<file path="config.mk">
export PLATFORM = sky130hd
export DESIGN_NAME = pin_edge_event_and_pulse_counter
export DESIGN_NICKNAME = d
export VERILOG_FILES = /design/src/hdl/pepc_pkg.sv /design/src/hdl/pepc_lane.sv /design/src/hdl/pepc_merge.sv /design/src/hdl/pin_edge_event_and_pulse_counter.sv
export VERILOG_INCLUDE_DIRS = /design/src /design/src/hdl
export SDC_FILE = /design/constraint.sdc
export NUM_CORES = 1
export LEC_CHECK = 0
export BUFFER_PORTS_ARGS = -buffer_cell sky130_fd_sc_hd__buf_2
export CAP_MARGIN = 20
export CORE_UTILIZATION = 40
export CTS_BUF_LIST = sky130_fd_sc_hd__clkbuf_4 sky130_fd_sc_hd__clkbuf_8
export DETAILED_ROUTE_END_ITERATION = 10
export PLACE_DENSITY_LB_ADDON = 0.25
export SLEW_MARGIN = 40
export SYNTH_ARGS = -nofsm -noshare
export SYNTH_HDL_FRONTEND = slang
export SYNTH_SLANG_ARGS = --single-unit
</file>
<file path="constraint.sdc">
create_clock -name clk -period 4.6 [get_ports clk]
set_input_delay 0.92 -clock clk [delete_from_list [all_inputs] [get_ports clk]]
set_output_delay 0.92 -clock clk [all_outputs]
set_load 0.05 [all_outputs]
</file>
<file path="src/hdl/pin_edge_event_and_pulse_counter_defines.svh">
// Assertion macros shared by the pin edge event and pulse counter RTL.
`ifndef PIN_EDGE_EVENT_AND_PULSE_COUNTER_DEFINES_SVH
`define PIN_EDGE_EVENT_AND_PULSE_COUNTER_DEFINES_SVH
`ifndef ASSERT_OFF
`define PEPC_ASSERT_IMP(lbl, clk_s, rst_s, ante, cons) \
	lbl: assert property (@(posedge clk_s) disable iff (!rst_s) (ante) |-> (cons)) \
		else $error("pepc assertion failed");
`define PEPC_ASSERT_NEXT(lbl, clk_s, rst_s, ante, cons) \
	lbl: assert property (@(posedge clk_s) disable iff (!rst_s) (ante) |=> (cons)) \
		else $error("pepc assertion failed");
`else
`define PEPC_ASSERT_IMP(lbl, clk_s, rst_s, ante, cons)
`define PEPC_ASSERT_NEXT(lbl, clk_s, rst_s, ante, cons)
`endif
`endif

</file>
<file path="src/hdl/pepc_pkg.sv">
// Types and constants of the pin edge event and pulse counter.
package pepc_pkg;

	typedef enum logic [1:0] {
		OP_SAMPLE = 2'd0,
		OP_READ   = 2'd1,
		OP_CLEAR  = 2'd2
	} op_t;

	localparam logic [1:0] MODE_EVENT   = 2'd1;
	localparam logic [1:0] MODE_COUNTER = 2'd2;

	// Channel i watches port bit PORT_MSB - i.
	localparam int PORT_MSB = 7;

	localparam int IN_TDATA_W  = 48;
	localparam int OUT_TDATA_W = 104;

	typedef struct packed {
		logic        level;
		logic [31:0] stamp;
		logic [31:0] count;
	} lane_state_t;

	typedef struct packed {
		logic sample;
		logic clear_count;
	} lane_ctrl_t;

	// Packed so that event_pending sits in the lowest bit.
	typedef struct packed {
		logic [31:0] samples_seen;
		logic [31:0] count;
		logic [31:0] stamp;
		logic        level;
		logic        event_pending;
	} result_t;

endpackage

</file>
<file path="src/hdl/pepc_lane.sv">
// One channel lane: edge detection, captured level and stamp, edge counter.
module pepc_lane
	import pepc_pkg::*;
(
	input  logic        clk,
	input  logic        arst_n,
	input  logic [1:0]  mode,
	input  lane_ctrl_t  ctrl,
	input  logic        prev_bit,
	input  logic        new_bit,
	input  logic [31:0] time_ms,
	output lane_state_t state,
	output logic        event_hit
);

	logic        level_q;
	logic [31:0] stamp_q;
	logic [31:0] count_q;
	logic        rise;

	assign event_hit = ctrl.sample && (mode == MODE_EVENT) && (prev_bit != new_bit);
	assign rise      = ctrl.sample && (mode == MODE_COUNTER) && !prev_bit && new_bit;

	always_ff @(posedge clk or negedge arst_n) begin
		if (!arst_n) begin
			level_q <= 1'b0;
			stamp_q <= '0;
			count_q <= '0;
		end else begin
			if (event_hit) begin
				level_q <= new_bit;
				stamp_q <= time_ms;
			end
			if (rise) begin
				count_q <= count_q + 32'd1;
			end else if (ctrl.clear_count) begin
				count_q <= '0;
			end
		end
	end

	assign state.level = level_q;
	assign state.stamp = stamp_q;
	assign state.count = count_q;

endmodule

</file>
<file path="src/hdl/pepc_merge.sv">
// Merges the lanes: selects the read channel and ORs the event hits.
module pepc_merge
	import pepc_pkg::*;
#(
	parameter int CHANNELS = 8
)(
	input  lane_state_t          lanes [CHANNELS],
	input  logic [CHANNELS-1:0]  hits,
	input  logic [2:0]           channel,
	input  logic                 is_read,
	output lane_state_t          sel,
	output logic                 any_hit
);

	// A channel number beyond the lanes matches none and reads as zero.
	always_comb begin
		sel = '0;
		if (is_read) begin
			for (int i = 0; i < CHANNELS; i++) begin
				if (channel == 3'(i)) begin
					sel = lanes[i];
				end
			end
		end
	end

	assign any_hit = |hits;

endmodule

</file>
<file path="src/hdl/pin_edge_event_and_pulse_counter.sv">
// Pin edge event capture and pulse counter: top level.
// A result beat is registered and appears in the cycle after its input beat is accepted.
// Throughput: one beat per cycle while the output is not stalled; all lanes update in the cycle of acceptance.
// The single output register stays full under stall while the input waits.
// Reset clears the channel modes, all lane state, the pending flag and the
// sample counter at once; no clearing pass is needed.
`include "pin_edge_event_and_pulse_counter_defines.svh"
module pin_edge_event_and_pulse_counter
	import pepc_pkg::*;
#(
	parameter int CHANNELS = 8
)(
	input  logic                   clk,
	input  logic                   arst_n,
	input  logic                   cfg_wr_en,
	input  logic [15:0]            cfg_wr_data,
	input  logic                   s_axis_tvalid,
	output logic                   s_axis_tready,
	// port_bits[7:0], time_ms[39:8], channel[42:40], zero fill
	input  logic [IN_TDATA_W-1:0]  s_axis_tdata,
	// operation[1:0]
	input  logic [1:0]             s_axis_tuser,
	output logic                   m_axis_tvalid,
	input  logic                   m_axis_tready,
	// event_pending[0], level[1], stamp[33:2], count[65:34],
	// samples_seen[97:66], zero fill
	output logic [OUT_TDATA_W-1:0] m_axis_tdata
);

	logic [15:0]         modes_q;
	logic [7:0]          prev_port_q;
	logic                pending_q;
	logic [31:0]         samples_q;
	logic                out_valid_q;
	result_t             result_q;

	logic [7:0]          in_port;
	logic [31:0]         in_time;
	logic [2:0]          in_channel;
	logic                s_acc;
	logic                is_sample;
	logic                is_read;
	logic                is_clear;
	logic                pending_d;
	logic [31:0]         samples_d;
	lane_state_t         lanes [CHANNELS];
	logic [CHANNELS-1:0] hits;
	lane_state_t         sel;
	logic                any_hit;
	result_t             result_d;

	assign in_port    = s_axis_tdata[7:0];
	assign in_time    = s_axis_tdata[39:8];
	assign in_channel = s_axis_tdata[42:40];

	assign s_axis_tready = !out_valid_q || m_axis_tready;
	assign s_acc         = s_axis_tvalid && s_axis_tready;
	assign is_sample     = (s_axis_tuser == OP_SAMPLE);
	assign is_read       = (s_axis_tuser == OP_READ);
	assign is_clear      = (s_axis_tuser == OP_CLEAR);

	for (genvar i = 0; i < CHANNELS; i++) begin : g_lane
		lane_ctrl_t ctrl;
		assign ctrl.sample      = s_acc && is_sample;
		assign ctrl.clear_count = s_acc && is_read && (in_channel == 3'(i));

		pepc_lane u_lane (
			.clk       (clk),
			.arst_n    (arst_n),
			.mode      (modes_q[2*i +: 2]),
			.ctrl      (ctrl),
			.prev_bit  (prev_port_q[PORT_MSB-i]),
			.new_bit   (in_port[PORT_MSB-i]),
			.time_ms   (in_time),
			.state     (lanes[i]),
			.event_hit (hits[i])
		);
	end

	pepc_merge #(
		.CHANNELS (CHANNELS)
	) u_merge (
		.lanes   (lanes),
		.hits    (hits),
		.channel (in_channel),
		.is_read (is_read),
		.sel     (sel),
		.any_hit (any_hit)
	);

	always_comb begin
		case (s_axis_tuser)
			OP_SAMPLE: pending_d = pending_q || any_hit;
			OP_CLEAR:  pending_d = 1'b0;
			default:   pending_d = pending_q;
		endcase
	end

	assign samples_d = samples_q + 32'(is_sample);

	always_comb begin
		result_d.event_pending = pending_d;
		result_d.level         = sel.level;
		result_d.stamp         = sel.stamp;
		result_d.count         = sel.count;
		result_d.samples_seen  = samples_d;
	end

	always_ff @(posedge clk or negedge arst_n) begin
		if (!arst_n) begin
			modes_q     <= '0;
			prev_port_q <= '0;
			pending_q   <= 1'b0;
			samples_q   <= '0;
			out_valid_q <= 1'b0;
		end else begin
			if (cfg_wr_en) begin
				modes_q <= cfg_wr_data;
			end
			if (s_acc) begin
				pending_q <= pending_d;
				samples_q <= samples_d;
				if (is_sample) begin
					prev_port_q <= in_port;
				end
			end
			if (s_acc) begin
				out_valid_q <= 1'b1;
			end else if (m_axis_tready) begin
				out_valid_q <= 1'b0;
			end
		end
	end

	always_ff @(posedge clk) begin
		if (s_acc) begin
			result_q <= result_d;
		end
	end

	assign m_axis_tvalid = out_valid_q;
	assign m_axis_tdata  = {(OUT_TDATA_W - $bits(result_t))'(0), result_q};

	`PEPC_ASSERT_NEXT(a_sample_counts, clk, arst_n, s_acc && is_sample, samples_q == $past(samples_q) + 32'd1)
	`PEPC_ASSERT_NEXT(a_clear_drops_pending, clk, arst_n, s_acc && is_clear, !pending_q)
	`PEPC_ASSERT_NEXT(a_accept_gives_result, clk, arst_n, s_acc, m_axis_tvalid)
	`PEPC_ASSERT_NEXT(a_foreign_read_zero, clk, arst_n, s_acc && is_read && ({1'b0, in_channel} >= 4'(CHANNELS)), result_q.count == 32'd0 && result_q.stamp == 32'd0)

endmodule

</file>
Yosys cells after proc, flatten, opt, wreduce, memory -nomap -nowiden. Cells that the tools add are included.

Output and inout bits: 106. Flip-flop bits (word level): 676. Logic and storage cells: 178.

Eq/ne operators: 33. Reduce and logical (&&, ||, !) cells: 75. Multiplexer cells: 27. Add/subtract/negate cells: 9.

Operator list (number): two-way mux 65 bit (8); two-way mux 32 bit (16); adder 32 x 1 -> 32 bit (second input constant) (8); logical AND 1 bit (51); adder 32 x 1 -> 32 bit (1); equality test 2 x 1 -> 1 bit (second input constant) (9); equality test 2 bit (second input constant) (9); nonzero test 2 bit (9); equality test 3 bit (second input constant) (4); logical NOT 1 bit (9); != test 1 bit (8); OR reduction 8 bit (1); equality test 3 x 2 -> 1 bit (second input constant) (2); equality test 3 x 1 -> 1 bit (second input constant) (1); logical NOT 3 bit (1); logical NOT 2 bit (1); logical OR 1 bit (2); two-way mux 1 bit (2); one-hot mux 1 bit (2 select lines) (1); AND reduction 2 bit (1).

Logic depth before layout (Yosys ltp). Gate-level depths: netlist of run 1.

Word-level depth: 9. Gate-level depth with buffers: 12.

Hierarchy. A second synthesis of run 1 with hierarchy kept.

Cells, all modules: 2975. Area total of the unflattened synthesis: 34717.0 um2.

By module, submodules not included: pepc_lane (seq. area each 1626.6 um2, area each 3025.4 um2, cells an instance 263, times used 8); pin_edge_event_and_pulse_counter (seq. area each 4394.2 um2, area each 5994.5 um2, cells an instance 395, times used 1); pepc_merge (seq. area each 0.0 um2, area each 4519.3 um2, cells an instance 476, times used 1).

Worst setup path before layout of run 1. No wires, ideal clock.

Path kind: input port to flip-flop. From: input m_axis_tready. To: register samples_q[14]. Setup time: 0.133 ns. Required time: 4.467 ns. Path slack: -0.920 ns. Data arrival time: 5.387 ns. Stages on the path: 9. Path buffers: 3. Cell sequence: nor2b_1 buf_2 clkinv_1 buf_2 nand2_1 inv_1 clkbuf_1 nand4_1 xnor2_1.

Cells in the longest elaborated chain, start to end: 2.

Ends and longest elaborated chain: start: declaration (RTL line pin_edge_event_and_pulse_counter.sv:24) `input logic m_axis_tready,`; logical OR 1 bit (RTL line pin_edge_event_and_pulse_counter.sv:56) `assign s_axis_tready = !out_valid_q || m_axis_tready;`; net s_axis_tready (RTL line pin_edge_event_and_pulse_counter.sv:18) `output logic s_axis_tready,`; logical AND 1 bit (RTL line pin_edge_event_and_pulse_counter.sv:57) `assign s_acc = s_axis_tvalid && s_axis_tready;`; net s_acc (RTL line pin_edge_event_and_pulse_counter.sv:40) `logic s_acc;`; end signal: assignment (RTL line pin_edge_event_and_pulse_counter.sv:122) `samples_q <= samples_d;`; end: declaration (RTL line pin_edge_event_and_pulse_counter.sv:33) `logic [31:0] samples_q;`.

The timed path passes the listed nets, and every way through them passes these cells. A chain may end at the register's enable or synchronous reset.

Final worst setup path of run 1.
From: register out_valid_q (netlist: m_axis_tvalid). To: output s_axis_tready.

Cells in the longest elaborated chain, start to end: 2.

Ends and longest elaborated chain: start: declaration (RTL line pin_edge_event_and_pulse_counter.sv:34) `logic out_valid_q;`; start signal: assignment (RTL line pin_edge_event_and_pulse_counter.sv:115) `out_valid_q <= 1'b0;`; start signal: assignment (RTL line pin_edge_event_and_pulse_counter.sv:128) `out_valid_q <= 1'b1;`; start signal: assignment (RTL line pin_edge_event_and_pulse_counter.sv:130) `out_valid_q <= 1'b0;`; logical NOT 1 bit (RTL line pin_edge_event_and_pulse_counter.sv:56); logical OR 1 bit (RTL line pin_edge_event_and_pulse_counter.sv:56); end: declaration (RTL line pin_edge_event_and_pulse_counter.sv:18).

No other way between the ends.

==> metrics.md, run 1 <==
| Metric | Value |
|---|---|
| Wire per inst | `21.41 um` |
| Buf/Inv on CP | `4` |
| Final hold vios | `0` |
| Final clock skew | `0.04803 ns` |
| Clock period minus worst slack | `3.338 ns` |
| First-pass iteration count of the detailed router | `9` |
| Leading area contributor after synthesis | `dfrtp_1` |
| Most common cell after layout, fill and taps aside | `dfrtp_1` |
| R2R setup slack | `1.69 ns` |
| Die Height | `288.5 um` |
| Synth async-reset ratio | `85.50%` |
| Req. time, crit path | `3.68 ns` |
| R2R Path Start | `modes_q[12]$_DFFE_PN0P_` |
| Worst vdd ir | `287.1 uV` |
| RSZ-0062 raised after global routing | `false` |
| Ys Warns | `0` |
| Largest net degree at the start of global routing | `121` |
| Max Freq | `0.2996 GHz` |
| GRT overflow | `0` |
| Switching portion of total power | `25.84%` |
| Data arrival, critical path | `2.42 ns` |
| Setup CP Type | `register to primary output` |
| H-tree level count | `3` |
| Power density over cell area | `401.5 nW/um^2` |
| Relative slew slack | `45.20%` |
| TritonCTS clock tree | `done` |
| Setup Viol. Count Final | `0` |
| Crit path max-delay family | `buffers and inverters` |
| Final instance area | `37,790 sq um` |
| Post-CTS sizing | `0` |
| Clk_lat worst skew | `0.75 ns` |
| Post-synth top flop | `dfrtp_1` |
| Drt via density | `5.769` |
| Leak | `16.49 nW` |
| Sink Count | `676` |
| Worst-Margin Slew | `0.8110 ns` |
| CP Capture Type | `primary output` |
| Pint | `11.25 mW` |
| Initial core utilization | `40.62%` |
| Post-route ant nets | `0` |
| Most used cell along the critical path | `buf_4` |
| First-pass GRT wire length | `140.4 mm` |
| Nets@finish | `3,141` |
| Top post-synthesis cells by area | `dfrtp_1 (44%), mux2_2 (12%), edfxtp_1 (9.0%)` |
| Failing checks | `design-rule violations` |
| Total CTS buffers | `115` |
| Max_cap viols | `0` |
| Filler Cell Count | `7,263` |
| Seq/Total Area, Yosys | `53.03%` |
| Total Wirelength | `90.32 mm` |
| I/O pins | `177` |
| Syn_area_per_cell | `11.44 sq um` |
| Post-synth EDFFs | `98` |
| Max Transition Viols Final | `0` |
| Initial antenna violation count | `13` |
| Crit path depth | `5` |
| Worst Reg2Reg Path Length in Cells | `5` |
| Row count | `104` |
| Post-Syn Area | `32,820 sq um` |
| Post-synth top area share | `44.06%` |
| Reg-to-Reg End | `g_lane[6].u_lane.count_q[26]$_DFFE_PN0P_` |
| Critical Path Start Type | `register` |
| Slowest stage cell on the critical path | `clkinv_1` |
| Iter 0 DRT Violations | `1,912` |
| PortBufs | `165` |
| Post-synthesis cell count | `2,870` |
| Vias after detailed routing | `24,330` |
| Dpl cell area | `35,080 sq um` |
| DRC | `14` |
| Maximum clock path buffer count | `3` |
| Die width | `288.5 um` |
| Worst-path cell chain | `nor2b_1 > buf_4 > clkinv_1 > buf_4 > buf_2` |
| DPL Wire Length | `62.19 mm` |
| Fin Setup TNS | `0 ns` |
| Worst Hold Class | `input port to async pin` |
| Hold_buf cts | `0` |
| Total die area | `83,210 sq um` |
| Sw Pwr | `3.921 mW` |
| Post-CTS Setup Bufs | `0` |
| Status | `finished with violations` |
| GR Util All Layers | `21.80%` |
| CTS clk-pin slew, worst paths | `0.06 ns` |
| Clock share of power | `40.2%` |
| GP Congestion | `0.9144` |
| Library cells used by synthesis | `63` |
| Root buffer cell | `clkbuf_8` |
| Slowest cell delay on critical path | `0.37 ns` |
| Core area | `80,810 sq um` |
| Most frequent cells in the layout | `dfrtp_1 (578), mux2_2 (338), nand2_1 (278)` |
| CP Max Fanout | `12` |
| Comb pwr share | `12.1%` |
| Seq pwr share | `47.8%` |
| Share of cells above drive strength 1 | `27.62%` |
| Seq cells post-synth | `676` |
| Tcrit/Tclk final | `72.57%` |
| Vias in the first global route | `24,140` |
| Area growth from synthesis to layout | `15.14%` |
flip-flops by register name, indices dropped and copies added, names as in the netlist:
signal,count
samples_q,32
m_axis_tvalid,1
pending_q,1
g_lane.u_lane.level_q,8
modes_q,16
prev_port_q,8
g_lane.u_lane.count_q,256
g_lane.u_lane.stamp_q,256
m_axis_tdata,98
power groups by stage:
stage               Clock (mW)  Combinational, mW  Sequential (mW)
detailed placement           0               1.84             7.35
CTS                       6.26               1.85             7.25
finish                    6.10               1.83             7.25
global route              6.55               2.00             7.34
floorplan                    0               1.17             7.38
global placement             0               1.77             7.28
cells in the mapped netlist (4+ instances only):
master,number
nor3b_1,5
a31oi_1,13
edfxtp_1,98
nor4bb_1,7
and2_1,25
buf_4,6
o211ai_1,55
buf_1,21
o41ai_1,4
and4_1,20
mux2i_1,100
or4_1,7
and3_1,52
mux2_2,338
buf_2,30
nor4_1,21
nor2_1,168
o22ai_1,59
nor3_1,36
nand2b_1,4
a211oi_1,59
o221ai_1,4
nor2b_1,7
a21oi_1,38
dfrtp_1,578
a22oi_1,5
mux4_2,58
nand4_1,93
clkbuf_1,116
nand2_1,279
a22o_1,6
ha_1,10
inv_1,23
xor2_1,37
nand3b_1,7
o31ai_1,57
or3_1,13
xnor2_1,45
nand3_1,149
o21ai_0,175
worst register-to-register path, delay by kind of cell (launching register included):
kind             cells  cell delay (ns)
AO/OA/AOI/OAI        2             0.35
flip-flops           1             0.41
AND/OR/NAND/NOR      3             1.99
final cells by class:
cell class	count	area (sq um)	share of cell area, %
sequential	676	17410	46.06
antenna	1	2.502	0.006621
tap	1060	1326	3.509
clock buffer	179	2245	5.939
clock inverter	35	416.7	1.102
multi-input combinational	1998	14700	38.90
inverter	26	102.6	0.2715
timing repair buffer	243	1594	4.218
how the worst max path moves through the flow:
stage                                   start                    endpoint  slack, ns
floorplan                       m_axis_tready   samples_q[14]$_DFFE_PN0N_       0.70
global placement              s_axis_tuser[1]  m_axis_tdata[94]$_DFFE_PN_       0.86
detailed placement            s_axis_tuser[1]  m_axis_tdata[96]$_DFFE_PN_       0.84
CTS                 m_axis_tvalid$_DFFE_PN0P_               s_axis_tready       1.19
global route        m_axis_tvalid$_DFFE_PN0P_               s_axis_tready       1.13
finish              m_axis_tvalid$_DFFE_PN0P_               s_axis_tready       1.26
metal layers:
layer  wire length, um  track usage [%]
met1             38860            29.25
met2             41900            34.19
met3              5903            4.455
met4              3502            9.550
met5               155                0
per-stage QoR:
| step | utilization [%] | power [mW] | setup slack (ns) | hold WS (ns) | cells |
|---|---|---|---|---|---|
| after floorplan | - | 8.555 | 0.7024 | 0.4396 | 2875 |
| after global placement | 43.40 | 9.045 | 0.8641 | 0.4601 | 4002 |
| after detailed placement | 43.41 | 9.193 | 0.8429 | 0.4654 | 4002 |
| after CTS | 46.71 | 15.36 | 1.188 | 0.1632 | 4216 |
| after global routing | 46.77 | 15.89 | 1.133 | 0.05766 | 4218 |
| final | 46.77 | 15.18 | 1.262 | 0.07688 | 4218 |
cells by family (layout without fill, tap and decap cells):
logic type	Yosys count	in the layout	share of synthesized area [%]
compound gates	493	493	9.507
xor+xnor	82	82	2.188
fa+ha+maj	10	10	0.3812
buf+inv	201	483	2.527
flops	676	676	53.03
mux	496	496	18.62
other cells	1	7	0.01142
simple gates	911	911	13.73
(Power assumes the default switching activity.)
==> run 2, diff against run 1 <==
- ABC_AREA: unset -> 1
- clock period: 4.6 -> 3 ns (I/O delays scaled with it)
==> run 2 against run 1 <==
Against the previous run: the flow now finishes without violations; sequential share of layout area down 4.0 points; largest power group unchanged; die area is 10% higher; setup slack worse by 0.52 ns; area after synthesis up 10%; wire length increased by 31%; power rose by 83%; first-iteration DRC count increased by 65%; clock power increased by 47%; register-to-register slack lost 0.95 ns; synthesized cell count grew 73%.
==> metrics.md, run 2 <==
| Metric | Value |
|---|---|
| Clock period minus worst slack | `2.256 ns` |
| First-pass iteration count of the detailed router | `6 (-3)` |
| Area growth from synthesis to layout | `14.38%` |
| Maximum clock path buffer count | `3 (unchanged)` |
| Most common cell in the netlist | `nand2_1` |
| Largest net degree at the start of global routing | `142 (+17%)` |
| Post-synth top flop | `dfrtp_1` |
| Seq/Total Area, Yosys | `48.16% (-4.9 points)` |
| First-pass GRT wire length | `184.4 mm (+31%)` |
| Top post-synthesis cells by area | `dfrtp_1 (40%), nand2_1 (17%), edfxtp_1 (8.1%)` |
| Total CTS buffers | `119 (+3.5%)` |
| Post-CTS sizing | `0 (unchanged)` |
| Most common cell after layout, fill and taps aside | `nand2_1` |
| Row count | `109 (+4.8%)` |
| Status | `finished, final reports clean` |
| Worst Hold Class | `input port to register` |
| Most frequent cells in the layout | `nand2_1 (1,620), dfrtp_1 (578), nor2_1 (573)` |
| Syn_area_per_cell | `7.264 sq um (-36%)` |
| GR Util All Layers | `25.98% (+4.2 points)` |
| Final core utilization | `46.49% (-0.28 points)` |
| I/O pins | `177 (unchanged)` |
| Clk_lat worst skew | `0.79 ns (+0.04 ns)` |
| TritonCTS clock tree | `done` |
| Filler Cell Count | `9,176 (+26%)` |
| Hold_buf cts | `14 (+14)` |
| Library cells used by synthesis | `42 (-33%)` |
| Post-synthesis mux area share | `0.1869% (-18 points)` |
| Post-route ant nets | `0 (unchanged)` |
| Buf/Inv on CP | `0 (-4)` |
| GP Congestion | `0.9737 (+6.5%)` |
| Final hold vios | `0 (unchanged)` |
| Vias in the first global route | `31,760 (+32%)` |
| Initial antenna violation count | `8 (-5)` |
| Post-synthesis cell count | `4,976 (+73%)` |
| Slowest stage cell on the critical path | `dfrtp_1` |
| Initial core utilization | `40.65% (about the same)` |
| Critical Path Start Type | `register` |
| CTS clk-pin slew, worst paths | `0.06 ns (about the same)` |
| GRT overflow | `0 (unchanged)` |
| Synth Area in Compound Gates | `9.651% (+0.14 points)` |
| Slowest cell delay on critical path | `0.56 ns (+0.19 ns)` |
| Final clock skew | `0.02944 ns (-0.01860 ns)` |
| Relative slew slack | `44.42% (-0.77 points)` |
| PortBufs | `165 (unchanged)` |
| CP Max Fanout | `8 (-4)` |
| Leak | `18.91 nW (+15%)` |
| CP Capture Type | `register` |
| Post-synth EDFFs | `98 (unchanged)` |
| Total Wirelength | `118.2 mm (+31%)` |
| Drt via density | `5.202 (-9.8%)` |
| Power density over cell area | `673.4 nW/um^2 (+68%)` |
| Vias after detailed routing | `33,620 (+38%)` |
| Setup Viol. Count Final | `0 (unchanged)` |
| Synth async-reset ratio | `85.50% (unchanged)` |
| Req. time, crit path | `3.65 ns (-0.03 ns)` |
| Post-Syn Area | `36,140 sq um (+10%)` |
| RSZ-0062 raised after global routing | `false` |
| Iter 0 DRT Violations | `3,160 (+65%)` |
| Final WS setup | `0.7437 ns (-0.5182 ns)` |
| Root buffer cell | `clkbuf_8` |
| Die width | `302.6 um (+4.9%)` |
| Simple-gate share of the synthesized area | `32.71% (+19 points)` |
| DPL Wire Length | `83.81 mm (+35%)` |
| Seq cells post-synth | `676 (unchanged)` |
| Die Height | `302.6 um (+4.9%)` |
| Tcrit/Tclk final | `75.21%` |
| DRC | `0 (-14)` |
| Worst-Margin Slew | `0.8324 ns (+0.02145 ns)` |
| Fin Setup TNS | `0 ns (unchanged)` |
| Max Freq | `0.4432 GHz` |
| Crit path max-delay family | `simple AND/OR/NAND/NOR gates` |
| Total die area | `91,560 sq um (+10%)` |
| Setup CP Type | `register to register` |
| Post-synthesis xor/xnor area fraction | `1.260% (-0.93 points)` |
| Post-CTS Setup Bufs | `0 (unchanged)` |
| Nets@finish | `5,274 (+68%)` |
| Worst vdd ir | `438.7 uV (+53%)` |
| H-tree level count | `3 (unchanged)` |
| DP Worst Slack | `0.3490 ns (-0.4939 ns)` |
| Wire per inst | `18.29 um (-15%)` |
| Post-synth top cells | `nand2_1 (1,626), dfrtp_1 (578), nor2_1 (573)` |
| Worst Hold Margin | `0.07568 ns (-0.001206 ns)` |
| Leading area contributor after synthesis | `dfrtp_1` |
| Share of cells above drive strength 1 | `9.745% (-18 points)` |
| Max_cap viols | `0 (unchanged)` |
| Post-synth top area share | `40.02% (-4.0 points)` |
| Core area | `88,920 sq um (+10%)` |
| Worst-path cell chain | `ha_1 > nand2_1 > nor2_1 > nand2_1 > nor3_1 > nand3_1 > nand3_1 > o21ai_0` |
| Adder-Cell Fraction of Synth Area | `0.3462% (-0.035 points)` |
| Sink Count | `676 (unchanged)` |
| Max Transition Viols Final | `0 (unchanged)` |
| Ys Warns | `0 (unchanged)` |
| Largest family of logic cells by synthesized area | `simple AND/OR/NAND/NOR gates` |
| Data arrival, critical path | `2.91 ns (+0.49 ns)` |
==> run 2: changes by cell type in the layout (fill, tap and decap cells not counted), moves of 107 or more <==
cell | previous run | this run
nor2_1 | 164 | 573
nand2_1 | 278 | 1620
mux2_2 | 338 | 6
inv_1 | 22 | 495
o21ai_0 | 175 | 532
nor3_1 | 34 | 141
nand3_1 | 148 | 380
==> run 2: layout make-up <==
class	count	area [sq um]	share of cell area, %
antenna	3	7.507	0.01816
clock buffer	187	2255	5.454
clock inverter	36	236.5	0.5720
inverter	511	1921	4.646
multi-input combinational	3616	16030	38.79
sequential	676	17410	42.11
tap	1165	1458	3.526
timing repair buffer	269	2022	4.891
==> run 2: path summary, 6_finish.rpt <==
kind / startpoint / endpoint / slack [ns] / depth (start not counted)
min reg2reg: pending_q$_DFFE_PN0N_ / pending_q$_DFFE_PN0N_ / 0.48 / 2
max in group asynchronous: arst_n / samples_q[0]$_DFFE_PN0N_ / 1.71 / 3
max: g_lane[2].u_lane.count_q[0]$_DFFE_PN0P_ / g_lane[2].u_lane.count_q[24]$_DFFE_PN0P_ / 0.74 / 8
max reg2reg: g_lane[2].u_lane.count_q[0]$_DFFE_PN0P_ / g_lane[2].u_lane.count_q[24]$_DFFE_PN0P_ / 0.74 / 8
min: s_axis_tvalid / m_axis_tvalid$_DFFE_PN0P_ / 0.08 / 3
min in group asynchronous: arst_n / g_lane[0].u_lane.stamp_q[8]$_DFFE_PN0P_ / 0.23 / 2
==> run 2: logic make-up (layout without fill, tap and decap cells) <==
kind of cell	count (synthesis)	after routing
AND/OR/NAND/NOR	2858	2858
multiplexers	6	6
AO/OA/AOI/OAI	684	684
buffers and inverters	689	1003
flip-flops	676	676
adder cells (fa/ha/maj)	10	10
other	1	9
XOR/XNOR	52	52
==> run 2: layer usage <==
| metal | up-vias | GRT usage [%] | wire [um] |
|---|---|---|---|
| li1 | 16470 | - | - |
| met1 | 15780 | 36.37 | 53070 |
| met2 | 1149 | 40.67 | 52990 |
| met3 | 219 | 3.910 | 7651 |
| met4 | 8 | 9.631 | 4412 |
| met5 | - | 0 | 52 |
==> run 2: power breakdown <==
part	switching, mW	internal [mW]
registers	1.94	11.4
clock network	4.14	4.82
logic	3.80	1.75
total	9.88	18.0
==> run 2: worst min-delay path: stages <==
cell and delay (ns):
buf_2 0.12, inv_2 0.05, nand2_1 0.06
==> run 2: stage by stage <==
stage | instances | instance area [sq um] | total power, mW
2_1_floorplan | 4981 | 36160 | 16.75
3_3_place_gp | 6222 | 38670 | 18.78
3_5_place_dp | 6222 | 38670 | 18.92
4_1_cts | 6459 | 41300 | 28.01
5_1_grt | 6463 | 41340 | 29.58
6_report | 6463 | 41340 | 27.84
